File: config.mk
export PLATFORM = sky130hd
export DESIGN_NAME = html_entity_stream_decoder_core
export DESIGN_NICKNAME = d
export VERILOG_FILES = /design/src/rtl/hesd_pkg.sv /design/src/rtl/html_entity_stream_decoder_core.sv /design/src/rtl/hesd_ram.sv /design/src/rtl/hesd_digit_unit.sv /design/src/rtl/hesd_utf8_enc.sv
export SDC_FILE = /design/constraint.sdc
export NUM_CORES = 1
export LEC_CHECK = 0
export BUFFER_PORTS_ARGS = -buffer_cell sky130_fd_sc_hd__buf_4
export CAP_MARGIN = 30
export CELL_PAD_IN_SITES_DETAIL_PLACEMENT = 0
export CELL_PAD_IN_SITES_GLOBAL_PLACEMENT = 1
export CORE_AREA = 2 2 180 182
export DETAILED_ROUTE_END_ITERATION = 10
export DIE_AREA = 0 0 182 184
export PLACE_DENSITY = 0.71
export SYNTH_ARGS = -nofsm -noshare
export SYNTH_HDL_FRONTEND = slang
export SYNTH_SLANG_ARGS = --single-unit
export TNS_END_PERCENT = 30
File: constraint.sdc
create_clock -name clk -period 16.9 [get_ports clk]
set_input_delay 0 -clock clk [delete_from_list [all_inputs] [get_ports clk]]
set_output_delay 0 -clock clk [all_outputs]
set_load 0.03 [all_outputs]
File: src/rtl/hesd_pkg.sv
// Shared constants, types and name table for the HTML entity stream decoder.
package hesd_pkg;

    localparam int ENTITY_WINDOW_DEF = 16;
    localparam int CP_W = 21;
    localparam logic [CP_W-1:0] CP_MAX = 21'h10FFFF;
    localparam logic [CP_W-1:0] CP_1B_MAX = 21'h00007F;
    localparam logic [CP_W-1:0] CP_2B_MAX = 21'h0007FF;
    localparam logic [CP_W-1:0] CP_3B_MAX = 21'h00FFFF;
    localparam logic [CP_W-1:0] SURR_LO = 21'h00D800;
    localparam logic [CP_W-1:0] SURR_HI = 21'h00DFFF;

    localparam logic [7:0] CH_AMP = 8'h26;
    localparam logic [7:0] CH_SEMI = 8'h3B;
    localparam logic [7:0] CH_LT = 8'h3C;
    localparam logic [7:0] CH_GT = 8'h3E;
    localparam logic [7:0] CH_HASH = 8'h23;
    localparam logic [7:0] CH_X_LO = 8'h78;
    localparam logic [7:0] CH_X_UP = 8'h58;
    localparam logic [7:0] CH_QUOT = 8'h22;
    localparam logic [7:0] CH_APOS = 8'h27;
    localparam logic [7:0] CH_SPACE = 8'h20;

    localparam int NAME_COUNT = 6;
    localparam logic [2:0] NM_LT = 3'd0;
    localparam logic [2:0] NM_GT = 3'd1;
    localparam logic [2:0] NM_AMP = 3'd2;
    localparam logic [2:0] NM_QUOT = 3'd3;
    localparam logic [2:0] NM_APOS = 3'd4;
    localparam logic [2:0] NM_NBSP = 3'd5;

    typedef enum logic [0:0] {
        ST_IDLE,
        ST_EMIT
    } hesd_state_t;

    function automatic logic [2:0] name_size(input logic [2:0] k);
        logic [2:0] len;
        case (k)
            NM_LT:   len = 3'd2;
            NM_GT:   len = 3'd2;
            NM_AMP:  len = 3'd3;
            NM_QUOT: len = 3'd4;
            NM_APOS: len = 3'd4;
            NM_NBSP: len = 3'd4;
            default: len = 3'd0;
        endcase
        return len;
    endfunction

    function automatic logic [31:0] name_text(input logic [2:0] k);
        logic [31:0] txt;
        // characters from the lowest byte up
        case (k)
            NM_LT:   txt = 32'h0000_746C;
            NM_GT:   txt = 32'h0000_7467;
            NM_AMP:  txt = 32'h0070_6D61;
            NM_QUOT: txt = 32'h746F_7571;
            NM_APOS: txt = 32'h736F_7061;
            NM_NBSP: txt = 32'h7073_626E;
            default: txt = 32'h0000_0000;
        endcase
        return txt;
    endfunction

    function automatic logic [7:0] name_char(input logic [2:0] k, input logic [1:0] i);
        logic [31:0] txt;
        txt = name_text(k);
        return txt[8*i +: 8];
    endfunction

    function automatic logic [7:0] name_value(input logic [2:0] k);
        logic [7:0] v;
        case (k)
            NM_LT:   v = CH_LT;
            NM_GT:   v = CH_GT;
            NM_AMP:  v = CH_AMP;
            NM_QUOT: v = CH_QUOT;
            NM_APOS: v = CH_APOS;
            NM_NBSP: v = CH_SPACE;
            default: v = 8'h00;
        endcase
        return v;
    endfunction

endpackage

File: src/rtl/html_entity_stream_decoder_core.sv
// Top level of the HTML entity stream decoder: sequencer, held-body RAM and output register.
//
// Usage: text bytes enter on the s_axis item channel, decoded bytes leave on m_axis.
// s_axis_tlast marks the final byte of a string; m_axis_tlast marks the final decoded
// byte produced for it. An item is taken when tvalid and tready are both high.
// Plain text bytes and body bytes after '&' are taken one per cycle while the output
// register is free or being drained; a plain byte appears on m_axis the next cycle.
// Body bytes are written into a small RAM and pass through the shared digit unit and
// the name matcher as they arrive, so ';' needs no evaluation pass.
// When an item ends an entity (';', a delimiter, a full body or the string end) the
// sequencer emits its bytes one per cycle while the output slot is free: 1..4 for a
// decoded entity, or '&', the held body (read from the RAM port one byte a cycle) and,
// unless the string ends inside the body or an '&' opens a new entity, the ending byte
// for a rejected one. s_axis_tready is low for those cycles.
// A stall on m_axis holds the output register and the sequencer position.
// Reset clears the entity flag, the held count, the sequencer and the output valid;
// the held-body RAM needs no clearing since only written entries are read.
module html_entity_stream_decoder_core #(
    parameter int ENTITY_WINDOW = hesd_pkg::ENTITY_WINDOW_DEF
) (
    input  logic       clk,
    input  logic       rst_n,
    input  logic       s_axis_tvalid,
    output logic       s_axis_tready,
    input  logic [7:0] s_axis_tdata,   // [7:0] in_byte
    input  logic       s_axis_tlast,   // in_last
    output logic       m_axis_tvalid,
    input  logic       m_axis_tready,
    output logic [7:0] m_axis_tdata,   // [7:0] out_byte
    output logic       m_axis_tlast    // out_last
);
    import hesd_pkg::*;

    localparam int HOLD_DEPTH = ENTITY_WINDOW - 1;
    localparam int CNT_W = $clog2(ENTITY_WINDOW);
    localparam int ADDR_W = $clog2(HOLD_DEPTH);
    localparam int LEN_W = $clog2(ENTITY_WINDOW + 2);

    hesd_state_t state_reg, state_next;

    logic              in_entity_reg, in_entity_next;
    logic [CNT_W-1:0]  cnt_reg, cnt_next;
    logic [CP_W-1:0]   value_reg, value_next;
    logic              num_reg, num_next;
    logic              hex_reg, hex_next;
    logic              bad_reg, bad_next;
    logic [NAME_COUNT-1:0] cand_reg, cand_next;

    logic              job_dec_reg, job_dec_next;
    logic [CNT_W-1:0]  job_n_reg, job_n_next;
    logic [LEN_W-1:0]  job_len_reg, job_len_next;
    logic [7:0]        job_tail_reg, job_tail_next;
    logic              job_last_reg, job_last_next;
    logic [3:0][7:0]   dec_reg, dec_next;
    logic [LEN_W-1:0]  pos_reg, pos_next;

    logic              out_valid_reg, out_valid_next;
    logic [7:0]        out_byte_reg, out_byte_next;
    logic              out_last_reg, out_last_next;

    logic              slot_free;
    logic              accept;
    logic              pass_load;
    logic              job_start;
    logic              store;
    logic              emit_load;
    logic              emit_done;
    logic [7:0]        emit_byte;
    logic              rd_en;
    logic [7:0]        rd_data;

    logic [CP_W-1:0]   dig_value;
    logic              dig_bad;
    logic [2:0]        utf_len;
    logic [3:0][7:0]   utf_bytes;

    logic [NAME_COUNT-1:0] name_hit;
    logic [7:0]        name_byte;
    logic              num_ok;

    logic [7:0]        b;
    logic              is_delim;

    assign b         = s_axis_tdata;
    assign slot_free = !out_valid_reg || m_axis_tready;
    assign accept    = s_axis_tvalid && s_axis_tready;
    assign is_delim  = (b == CH_AMP) || (b == CH_LT) || (b == CH_GT);

    assign m_axis_tvalid = out_valid_reg;
    assign m_axis_tdata  = out_byte_reg;
    assign m_axis_tlast  = out_last_reg;

    hesd_ram #(
        .WIDTH (8),
        .DEPTH (HOLD_DEPTH)
    ) u_body_ram (
        .clk     (clk),
        .wr_en   (store),
        .wr_addr (cnt_reg[ADDR_W-1:0]),
        .wr_data (b),
        .rd_en   (rd_en),
        .rd_addr (pos_reg[ADDR_W-1:0]),
        .rd_data (rd_data)
    );

    hesd_digit_unit u_digit (
        .digit_char (b),
        .base_hex   (hex_reg),
        .value      (value_reg),
        .value_next (dig_value),
        .bad        (dig_bad)
    );

    hesd_utf8_enc u_utf8 (
        .cp    (value_reg),
        .len   (utf_len),
        .bytes (utf_bytes)
    );

    // Name match at ';': candidate still alive and body length equals the name length.
    always_comb
    begin
        name_byte = 8'h00;
        for (int k = 0; k < NAME_COUNT; k++)
        begin
            name_hit[k] = cand_reg[k] && (cnt_reg == CNT_W'(name_size(3'(k))));
        end
        for (int k = NAME_COUNT - 1; k >= 0; k--)
        begin
            if (name_hit[k])
            begin
                name_byte = name_value(3'(k));
            end
        end
        num_ok = (cnt_reg != '0) && num_reg && !bad_reg && (value_reg != '0)
                 && (utf_len != 3'd0);
    end

    // Per-byte tracking of the body: numeric accumulator and name candidates.
    always_comb
    begin
        value_next = value_reg;
        num_next   = num_reg;
        hex_next   = hex_reg;
        bad_next   = bad_reg;
        cand_next  = cand_reg;
        if (store)
        begin
            if (cnt_reg == '0)
            begin
                num_next   = (b == CH_HASH);
                hex_next   = 1'b0;
                bad_next   = 1'b0;
                value_next = '0;
                for (int k = 0; k < NAME_COUNT; k++)
                begin
                    cand_next[k] = (name_char(3'(k), 2'd0) == b);
                end
            end
            else
            begin
                for (int k = 0; k < NAME_COUNT; k++)
                begin
                    cand_next[k] = cand_reg[k]
                                   && (cnt_reg < CNT_W'(name_size(3'(k))))
                                   && (name_char(3'(k), cnt_reg[1:0]) == b);
                end
                if (num_reg && !bad_reg)
                begin
                    if ((cnt_reg == CNT_W'(1)) && ((b == CH_X_LO) || (b == CH_X_UP)))
                    begin
                        hex_next = 1'b1;
                    end
                    else if (dig_bad)
                    begin
                        bad_next = 1'b1;
                    end
                    else
                    begin
                        value_next = dig_value;
                    end
                end
            end
        end
    end

    // Input side: decide what an accepted item does and set up an emit job.
    always_comb
    begin
        s_axis_tready  = (state_reg == ST_IDLE) && slot_free;
        pass_load      = 1'b0;
        job_start      = 1'b0;
        store          = 1'b0;
        in_entity_next = in_entity_reg;
        cnt_next       = cnt_reg;
        job_dec_next   = job_dec_reg;
        job_n_next     = job_n_reg;
        job_len_next   = job_len_reg;
        job_tail_next  = job_tail_reg;
        job_last_next  = job_last_reg;
        dec_next       = dec_reg;
        if (accept)
        begin
            job_last_next = s_axis_tlast;
            job_tail_next = b;
            job_dec_next  = 1'b0;
            job_n_next    = cnt_reg;
            if (!in_entity_reg)
            begin
                if (b == CH_AMP)
                begin
                    cnt_next = '0;
                    if (s_axis_tlast)
                    begin
                        // lone '&' at string end: emit it alone
                        job_start    = 1'b1;
                        job_n_next   = '0;
                        job_len_next = LEN_W'(1);
                    end
                    else
                    begin
                        in_entity_next = 1'b1;
                    end
                end
                else
                begin
                    pass_load = 1'b1;
                end
            end
            else if (b == CH_SEMI)
            begin
                job_start      = 1'b1;
                in_entity_next = 1'b0;
                cnt_next       = '0;
                if (|name_hit)
                begin
                    job_dec_next = 1'b1;
                    job_len_next = LEN_W'(1);
                    dec_next     = '0;
                    dec_next[0]  = name_byte;
                end
                else if (num_ok)
                begin
                    job_dec_next = 1'b1;
                    job_len_next = LEN_W'(utf_len);
                    dec_next     = utf_bytes;
                end
                else
                begin
                    job_len_next = LEN_W'(cnt_reg) + LEN_W'(2);
                end
            end
            else if (!is_delim && (cnt_reg < CNT_W'(HOLD_DEPTH)))
            begin
                store    = 1'b1;
                cnt_next = cnt_reg + CNT_W'(1);
                if (s_axis_tlast)
                begin
                    // string ends inside the body: replay '&' and all held bytes
                    job_start      = 1'b1;
                    job_n_next     = cnt_reg + CNT_W'(1);
                    job_len_next   = LEN_W'(cnt_reg) + LEN_W'(2);
                    in_entity_next = 1'b0;
                    cnt_next       = '0;
                end
            end
            else
            begin
                // delimiter or full body: replay, then the byte itself unless it is an '&' opening a new entity
                job_start = 1'b1;
                cnt_next  = '0;
                if ((b == CH_AMP) && !s_axis_tlast)
                begin
                    job_len_next   = LEN_W'(cnt_reg) + LEN_W'(1);
                    in_entity_next = 1'b1;
                end
                else
                begin
                    job_len_next   = LEN_W'(cnt_reg) + LEN_W'(2);
                    in_entity_next = 1'b0;
                end
            end
        end
    end

    // Emit side: one byte of the current job per free output slot.
    always_comb
    begin
        emit_load = (state_reg == ST_EMIT) && slot_free;
        emit_done = (pos_reg == job_len_reg - LEN_W'(1));
        rd_en     = emit_load && !job_dec_reg && (pos_reg < LEN_W'(job_n_reg));
        pos_next  = pos_reg;
        if (job_start)
        begin
            pos_next = '0;
        end
        else if (emit_load)
        begin
            pos_next = pos_reg + LEN_W'(1);
        end
        if (job_dec_reg)
        begin
            emit_byte = dec_reg[pos_reg[1:0]];
        end
        else if (pos_reg == '0)
        begin
            emit_byte = CH_AMP;
        end
        else if (pos_reg <= LEN_W'(job_n_reg))
        begin
            emit_byte = rd_data;
        end
        else
        begin
            emit_byte = job_tail_reg;
        end
    end

    // Output register.
    always_comb
    begin
        out_valid_next = out_valid_reg;
        out_byte_next  = out_byte_reg;
        out_last_next  = out_last_reg;
        if (pass_load)
        begin
            out_valid_next = 1'b1;
            out_byte_next  = b;
            out_last_next  = s_axis_tlast;
        end
        else if (emit_load)
        begin
            out_valid_next = 1'b1;
            out_byte_next  = emit_byte;
            out_last_next  = job_last_reg && emit_done;
        end
        else if (m_axis_tready)
        begin
            out_valid_next = 1'b0;
        end
    end

    // Sequencer next state.
    always_comb
    begin
        state_next = state_reg;
        case (state_reg)
            ST_IDLE:
            begin
                if (job_start)
                begin
                    state_next = ST_EMIT;
                end
            end
            ST_EMIT:
            begin
                if (emit_load && emit_done)
                begin
                    state_next = ST_IDLE;
                end
            end
            default:
            begin
                state_next = ST_IDLE;
            end
        endcase
    end

    always_ff @(posedge clk or negedge rst_n)
    begin
        if (!rst_n)
        begin
            state_reg     <= ST_IDLE;
            in_entity_reg <= 1'b0;
            cnt_reg       <= '0;
            pos_reg       <= '0;
            out_valid_reg <= 1'b0;
        end
        else
        begin
            state_reg     <= state_next;
            in_entity_reg <= in_entity_next;
            cnt_reg       <= cnt_next;
            pos_reg       <= pos_next;
            out_valid_reg <= out_valid_next;
        end
    end

    always_ff @(posedge clk)
    begin
        value_reg    <= value_next;
        num_reg      <= num_next;
        hex_reg      <= hex_next;
        bad_reg      <= bad_next;
        cand_reg     <= cand_next;
        job_dec_reg  <= job_dec_next;
        job_n_reg    <= job_n_next;
        job_len_reg  <= job_len_next;
        job_tail_reg <= job_tail_next;
        job_last_reg <= job_last_next;
        dec_reg      <= dec_next;
        out_byte_reg <= out_byte_next;
        out_last_reg <= out_last_next;
    end

endmodule

File: src/rtl/hesd_ram.sv
// Generic single-port-write, single-port-read RAM with registered read data.
module hesd_ram #(
    parameter int WIDTH = 8,
    parameter int DEPTH = 15
) (
    input  logic                     clk,
    input  logic                     wr_en,
    input  logic [$clog2(DEPTH)-1:0] wr_addr,
    input  logic [WIDTH-1:0]         wr_data,
    input  logic                     rd_en,
    input  logic [$clog2(DEPTH)-1:0] rd_addr,
    output logic [WIDTH-1:0]         rd_data
);

    logic [WIDTH-1:0] mem [DEPTH];

    always_ff @(posedge clk)
    begin
        if (wr_en)
        begin
            mem[wr_addr] <= wr_data;
        end
        if (rd_en)
        begin
            rd_data <= mem[rd_addr];
        end
    end

endmodule

File: src/rtl/hesd_digit_unit.sv
// Shared digit step: value * base + digit with range check against the code point limit.
module hesd_digit_unit (
    input  logic [7:0]                 digit_char,
    input  logic                       base_hex,
    input  logic [hesd_pkg::CP_W-1:0]  value,
    output logic [hesd_pkg::CP_W-1:0]  value_next,
    output logic                       bad
);
    import hesd_pkg::*;

    logic [3:0]      d;
    logic            d_ok;
    logic [CP_W+3:0] prod;
    logic [CP_W+3:0] sum;

    always_comb
    begin
        d    = 4'd0;
        d_ok = 1'b0;
        if (digit_char inside {[8'h30:8'h39]})
        begin
            d    = 4'(digit_char - 8'h30);
            d_ok = 1'b1;
        end
        else if (base_hex && (digit_char inside {[8'h61:8'h66]}))
        begin
            d    = 4'(digit_char - 8'h57);
            d_ok = 1'b1;
        end
        else if (base_hex && (digit_char inside {[8'h41:8'h46]}))
        begin
            d    = 4'(digit_char - 8'h37);
            d_ok = 1'b1;
        end
    end

    always_comb
    begin
        if (base_hex)
        begin
            prod = {value, 4'b0000};
        end
        else
        begin
            prod = {1'b0, value, 3'b000} + {3'b000, value, 1'b0};
        end
        sum        = prod + (CP_W+4)'(d);
        bad        = !d_ok || (sum > (CP_W+4)'(CP_MAX));
        value_next = sum[CP_W-1:0];
    end

endmodule

File: src/rtl/hesd_utf8_enc.sv
// UTF-8 encoder for one code point; a length of zero marks a surrogate or out-of-range value.
module hesd_utf8_enc (
    input  logic [hesd_pkg::CP_W-1:0] cp,
    output logic [2:0]                len,
    output logic [3:0][7:0]           bytes
);
    import hesd_pkg::*;

    always_comb
    begin
        bytes = '0;
        if (cp <= CP_1B_MAX)
        begin
            len      = 3'd1;
            bytes[0] = cp[7:0];
        end
        else if (cp <= CP_2B_MAX)
        begin
            len      = 3'd2;
            bytes[0] = {3'b110, cp[10:6]};
            bytes[1] = {2'b10, cp[5:0]};
        end
        else if (cp >= SURR_LO && cp <= SURR_HI)
        begin
            len = 3'd0;
        end
        else if (cp <= CP_3B_MAX)
        begin
            len      = 3'd3;
            bytes[0] = {4'b1110, cp[15:12]};
            bytes[1] = {2'b10, cp[11:6]};
            bytes[2] = {2'b10, cp[5:0]};
        end
        else if (cp <= CP_MAX)
        begin
            len      = 3'd4;
            bytes[0] = {5'b11110, cp[20:18]};
            bytes[1] = {2'b10, cp[17:12]};
            bytes[2] = {2'b10, cp[11:6]};
            bytes[3] = {2'b10, cp[5:0]};
        end
        else
        begin
            len = 3'd0;
        end
    end

endmodule

==> flow_summary.ini <==
[global_route]
antenna_found_initial = 0
track_usage_pct = 18.8
grt_pass1_vias = 8316
grt_overflow_total = 0
grt_pass1_wl_um = 49100
grt_max_degree = 54

[synthesis]
synth_compound_area_share_pct = 12.4
netlist_instances = 1043
synth-simple-area-share_pct = 13.9
async_flop_share_pct = 5.29
synthFlopType = edfxtp_1
syn_avg_cell_area_um2 = 12.0
synth_nets = 1099
synth_xor_area_share_pct = 3.51
synth_top_family_by_area = simple AND/OR/NAND/NOR gates
ys_ff_latch = 227
synth.area.mux_share_pct = 8.86
yosys_warnings = 0
ys_seq_area_share_pct = 54.1
synth_edf_count = 215
synthesis.area_mm2 = 0.0125
synthAdderAreaFrac_pct = 4.43
ys_types = 77

[routing]
drc = 0
firstDrtPassIters = 5
ant_nets = 0
via_count = 8552
drtIter0Drc = 753
wl_per_cell_um = 21.1
vias_per_cell = 5.79
drt_wl_total_um = 31200

[cts]
ctsHtreeMaxLevel = 1
cts_resized = 0
numCtsBuffers = 23
cts_tree = done
cts-root-buf = clkbuf_16
clk_pin_slew_worst_paths_ns = 0.07
clockBufferDepth = 3
post-cts-setup-buffer-count = 0
clock-sinks = 227
clock_latency_ns = 0.52

[critical_path]
crit_buf_inv = 5
slowest_delay_ns = 0.77
critPathRequiredTime_ns = 17.12
path_cells = buf_4 > clkinv_1 > nor4_1 > a21o_1 > a22o_1 > inv_1 > fa_1 > inv_1 > a21o_1 > o211ai_1 > or3_1 > a2111o_1 > a21oi_1 > o22ai_1 > a211o_1 > o22ai_2 > buf_8
cp_max_fo = 44
cp-start-kind = flip-flop
worst_path_max_delay_cell = nor4_1
timing_worst_setup_path_type = flip-flop to flip-flop
end_kind = flip-flop
critPathTopFamily = compound AO/OA/AOI/OAI gates
worstPathArrival_ns = 5.73

[power]
powerDensity_mw_per_mm2 = 145
seqPwrFrac_pct = 37.8
p_int_mw = 1.30
p_leak_nw = 4.83
pwr-share-comb_pct = 36.8
total_power_mw = 2.02
peakVddDrop_v = 0.000162
power.share.clock_pct = 25.4
switching_share_pct = 35.5
switchingPower_mw = 0.717

[timing]
maxSlewHeadroom_pct = 35.5
tightest_slew_ns = 0.967
setup_tns_ns = 0
finalCritPeriodShare_pct = 32.6
finClkSkew_ns = 0.0101
post-route-min-period_ns = 5.51
slew_viol_final = 0
setup_viol = 0
timing_hold_violations_final = 0
max_freq_mhz = 181
rsz0062_at_grt = false

[status]
status = complete, no violations

[run]
drv_cap = 0

[cells_and_area]
nets = 1114
drive_above_1_share_pct = 12.1
n_antenna_cell = 0
largest_reg_flops = 120
nFillCells = 2860
area_delta_synth_final_pct = 11.6

[placed_design]
gp_congestion = 0.836
dp_hpwl_um = 21500
io_buffers = 23

[floorplanning]
die_h_um = 184
ioPinCount = 24
initial_utilization_pct = 39.8
die-area_mm2 = 0.0335
rows = 65
die_w_um = 182
core-area_mm2 = 0.0314

[min_path]
hold_path.class = input port to flip-flop
## synthesized netlist by cell type, types with 3 or more instances
master     instances  share of area (%)
a22oi_1            5               0.30
mux4_2            39                7.0
edfxtp_1         215                 52
mux2i_1           16                1.3
clkbuf_1          51                1.5
ha_1              41                4.1
mux2_2             5               0.45
o2111ai_1          4               0.28
a211oi_1           7               0.42
nor3b_1            8               0.48
a221oi_1          10               0.70
a32oi_1            3               0.21
xor2_1            21                1.5
or3_1              6               0.30
nor4_1             7               0.35
nor3_1            30                1.2
o21a_1             5               0.30
o21ai_0           42                1.7
nor2b_1            7               0.35
o211a_1            3               0.24
nand3b_1           5               0.30
and3_1            13               0.65
a222oi_1           5               0.40
nand2b_1          12               0.60
or4_1              5               0.30
a21oi_1           44                1.8
o211ai_1           9               0.54
a31oi_1            4               0.20
nand4_1           16               0.80
a22o_1            14               0.98
a21o_1            13               0.78
dfrtp_1           12                2.4
o31ai_1            9               0.54
and2_1            22                1.1
nand2_1           76                2.3
nor2_1           105                3.2
o22ai_1           12               0.60
nand3_1           24               0.96
nor4b_1            4               0.28
buf_1              4               0.12
a211o_1            3               0.21
o21ai_1            5               0.20
inv_1             31               0.93
xnor2_1           29                2.0
## logic make-up (layout without fill, tap and decap cells)
family	after synthesis	in the layout
flip-flops	227	227
buffers and inverters	89	121
multiplexers	61	61
AND/OR/NAND/NOR	351	351
AO/OA/AOI/OAI	222	222
XOR/XNOR	50	50
adder cells (fa/ha/maj)	43	43
## per-layer routing
layer / vias to the layer above / track usage, % / share of wire (%)
li1: 4048 / - / -
met5: - / 0 / 0
met2: 213 / 31.5 / 48
met1: 4258 / 27.1 / 46
met3: 33 / 1.70 / 4.4
met4: 0 / 2.94 / 1.1
## cells in the final DEF, fill, tap and decap left out, types with 8 or more instances in the layout
cell type,Yosys,routed
nor2_1,105,105
clkbuf_16,0,23
nand2b_1,12,12
xnor2_1,29,29
a221oi_1,10,10
o211ai_1,9,9
and3_1,13,13
nor3_1,30,30
xor2_1,21,21
ha_1,41,41
nand3_1,24,24
edfxtp_1,215,215
mux4_2,39,39
a21oi_1,44,44
buf_4,0,33
o31ai_1,9,9
mux2i_1,16,16
o21ai_0,42,42
a21o_1,13,13
nand2_1,76,76
dfrtp_1,12,10
nand4_1,16,16
a22o_1,14,14
nor3b_1,8,8
dlygate4sd3_1,0,13
o22ai_1,12,11
and2_1,22,22
inv_1,31,31
## timing repair
| action | 4_1_cts | 5_1_grt |
|---|---|---|
| hold buffers | 13 | 0 |
| setup endpoints to repair | 0 | 0 |
| hold endpoints to repair | 148 | 0 |
## worst reg2reg max path: cells and delay by family (launching register included)
kind                     cells  cell delay, ns
buffers and inverters        5            1.35
flip-flops                   1            0.33
AND/OR/NAND/NOR              2            1.15
AO/OA/AOI/OAI                9            1.94
adder cells (fa/ha/maj)      1            0.46
## cell type report
| type | instances | area (µm²) | share of cell area (%) |
|---|---|---|---|
| timing repair buffer | 47 | 393 | 2.82 |
| sequential | 227 | 6760 | 48.5 |
| clock buffer | 27 | 591 | 4.24 |
| multi-input combinational | 727 | 5400 | 38.7 |
| inverter | 32 | 120 | 0.862 |
| clock inverter | 15 | 169 | 1.21 |
| tap | 402 | 503 | 3.61 |
## power by group through the flow
| stage | combinational, mW | sequential, mW | clock, mW |
|---|---|---|---|
| after floorplan | 0.537 | 0.762 | 0 |
| after global placement | 0.739 | 0.774 | 0 |
| after detailed placement | 0.742 | 0.775 | 0 |
| after CTS | 0.748 | 0.763 | 0.521 |
| after global routing | 0.817 | 0.771 | 0.543 |
| final | 0.742 | 0.763 | 0.514 |
## worst paths after layout
| kind | start | end | slack (ns) | cells after the start |
|---|---|---|---|---|
| setup reg to reg | hex_reg$_SDFFCE_PP0P_ | value_reg[15]$_SDFFCE_PP0P_ | 11.39 | 17 |
| min in group asynchronous | rst_n | pos_reg[3]$_DFFE_PN0P_ | 0.59 | 3 |
| max in group asynchronous | rst_n | pos_reg[1]$_DFFE_PN0P_ | 15.85 | 3 |
| hold / removal | s_axis_tlast | job_last_reg$_DFFE_PP_ | 0.29 | 2 |
| hold reg to reg | state_reg$_DFF_PN0_ | m_axis_tvalid$_DFFE_PN0P_ | 0.55 | 2 |
| setup / recovery | hex_reg$_SDFFCE_PP0P_ | value_reg[15]$_SDFFCE_PP0P_ | 11.39 | 17 |
## metrics by stage
step	instance area [µm²]	std cells	hold WS [ns]	worst slack, ns	util (%)
6_report	13900	1477	0.288	11.39	44.4
5_1_grt	13900	1477	0.285	11.03	44.4
4_1_cts	13900	1476	0.285	10.91	44.3
3_5_place_dp	13000	1421	-0.142	10.94	41.5
3_3_place_gp	13000	1420	-0.144	11.02	41.5
2_1_floorplan	12500	1043	-0.296	11.49	-
Power figures use the tool's default switching activity.
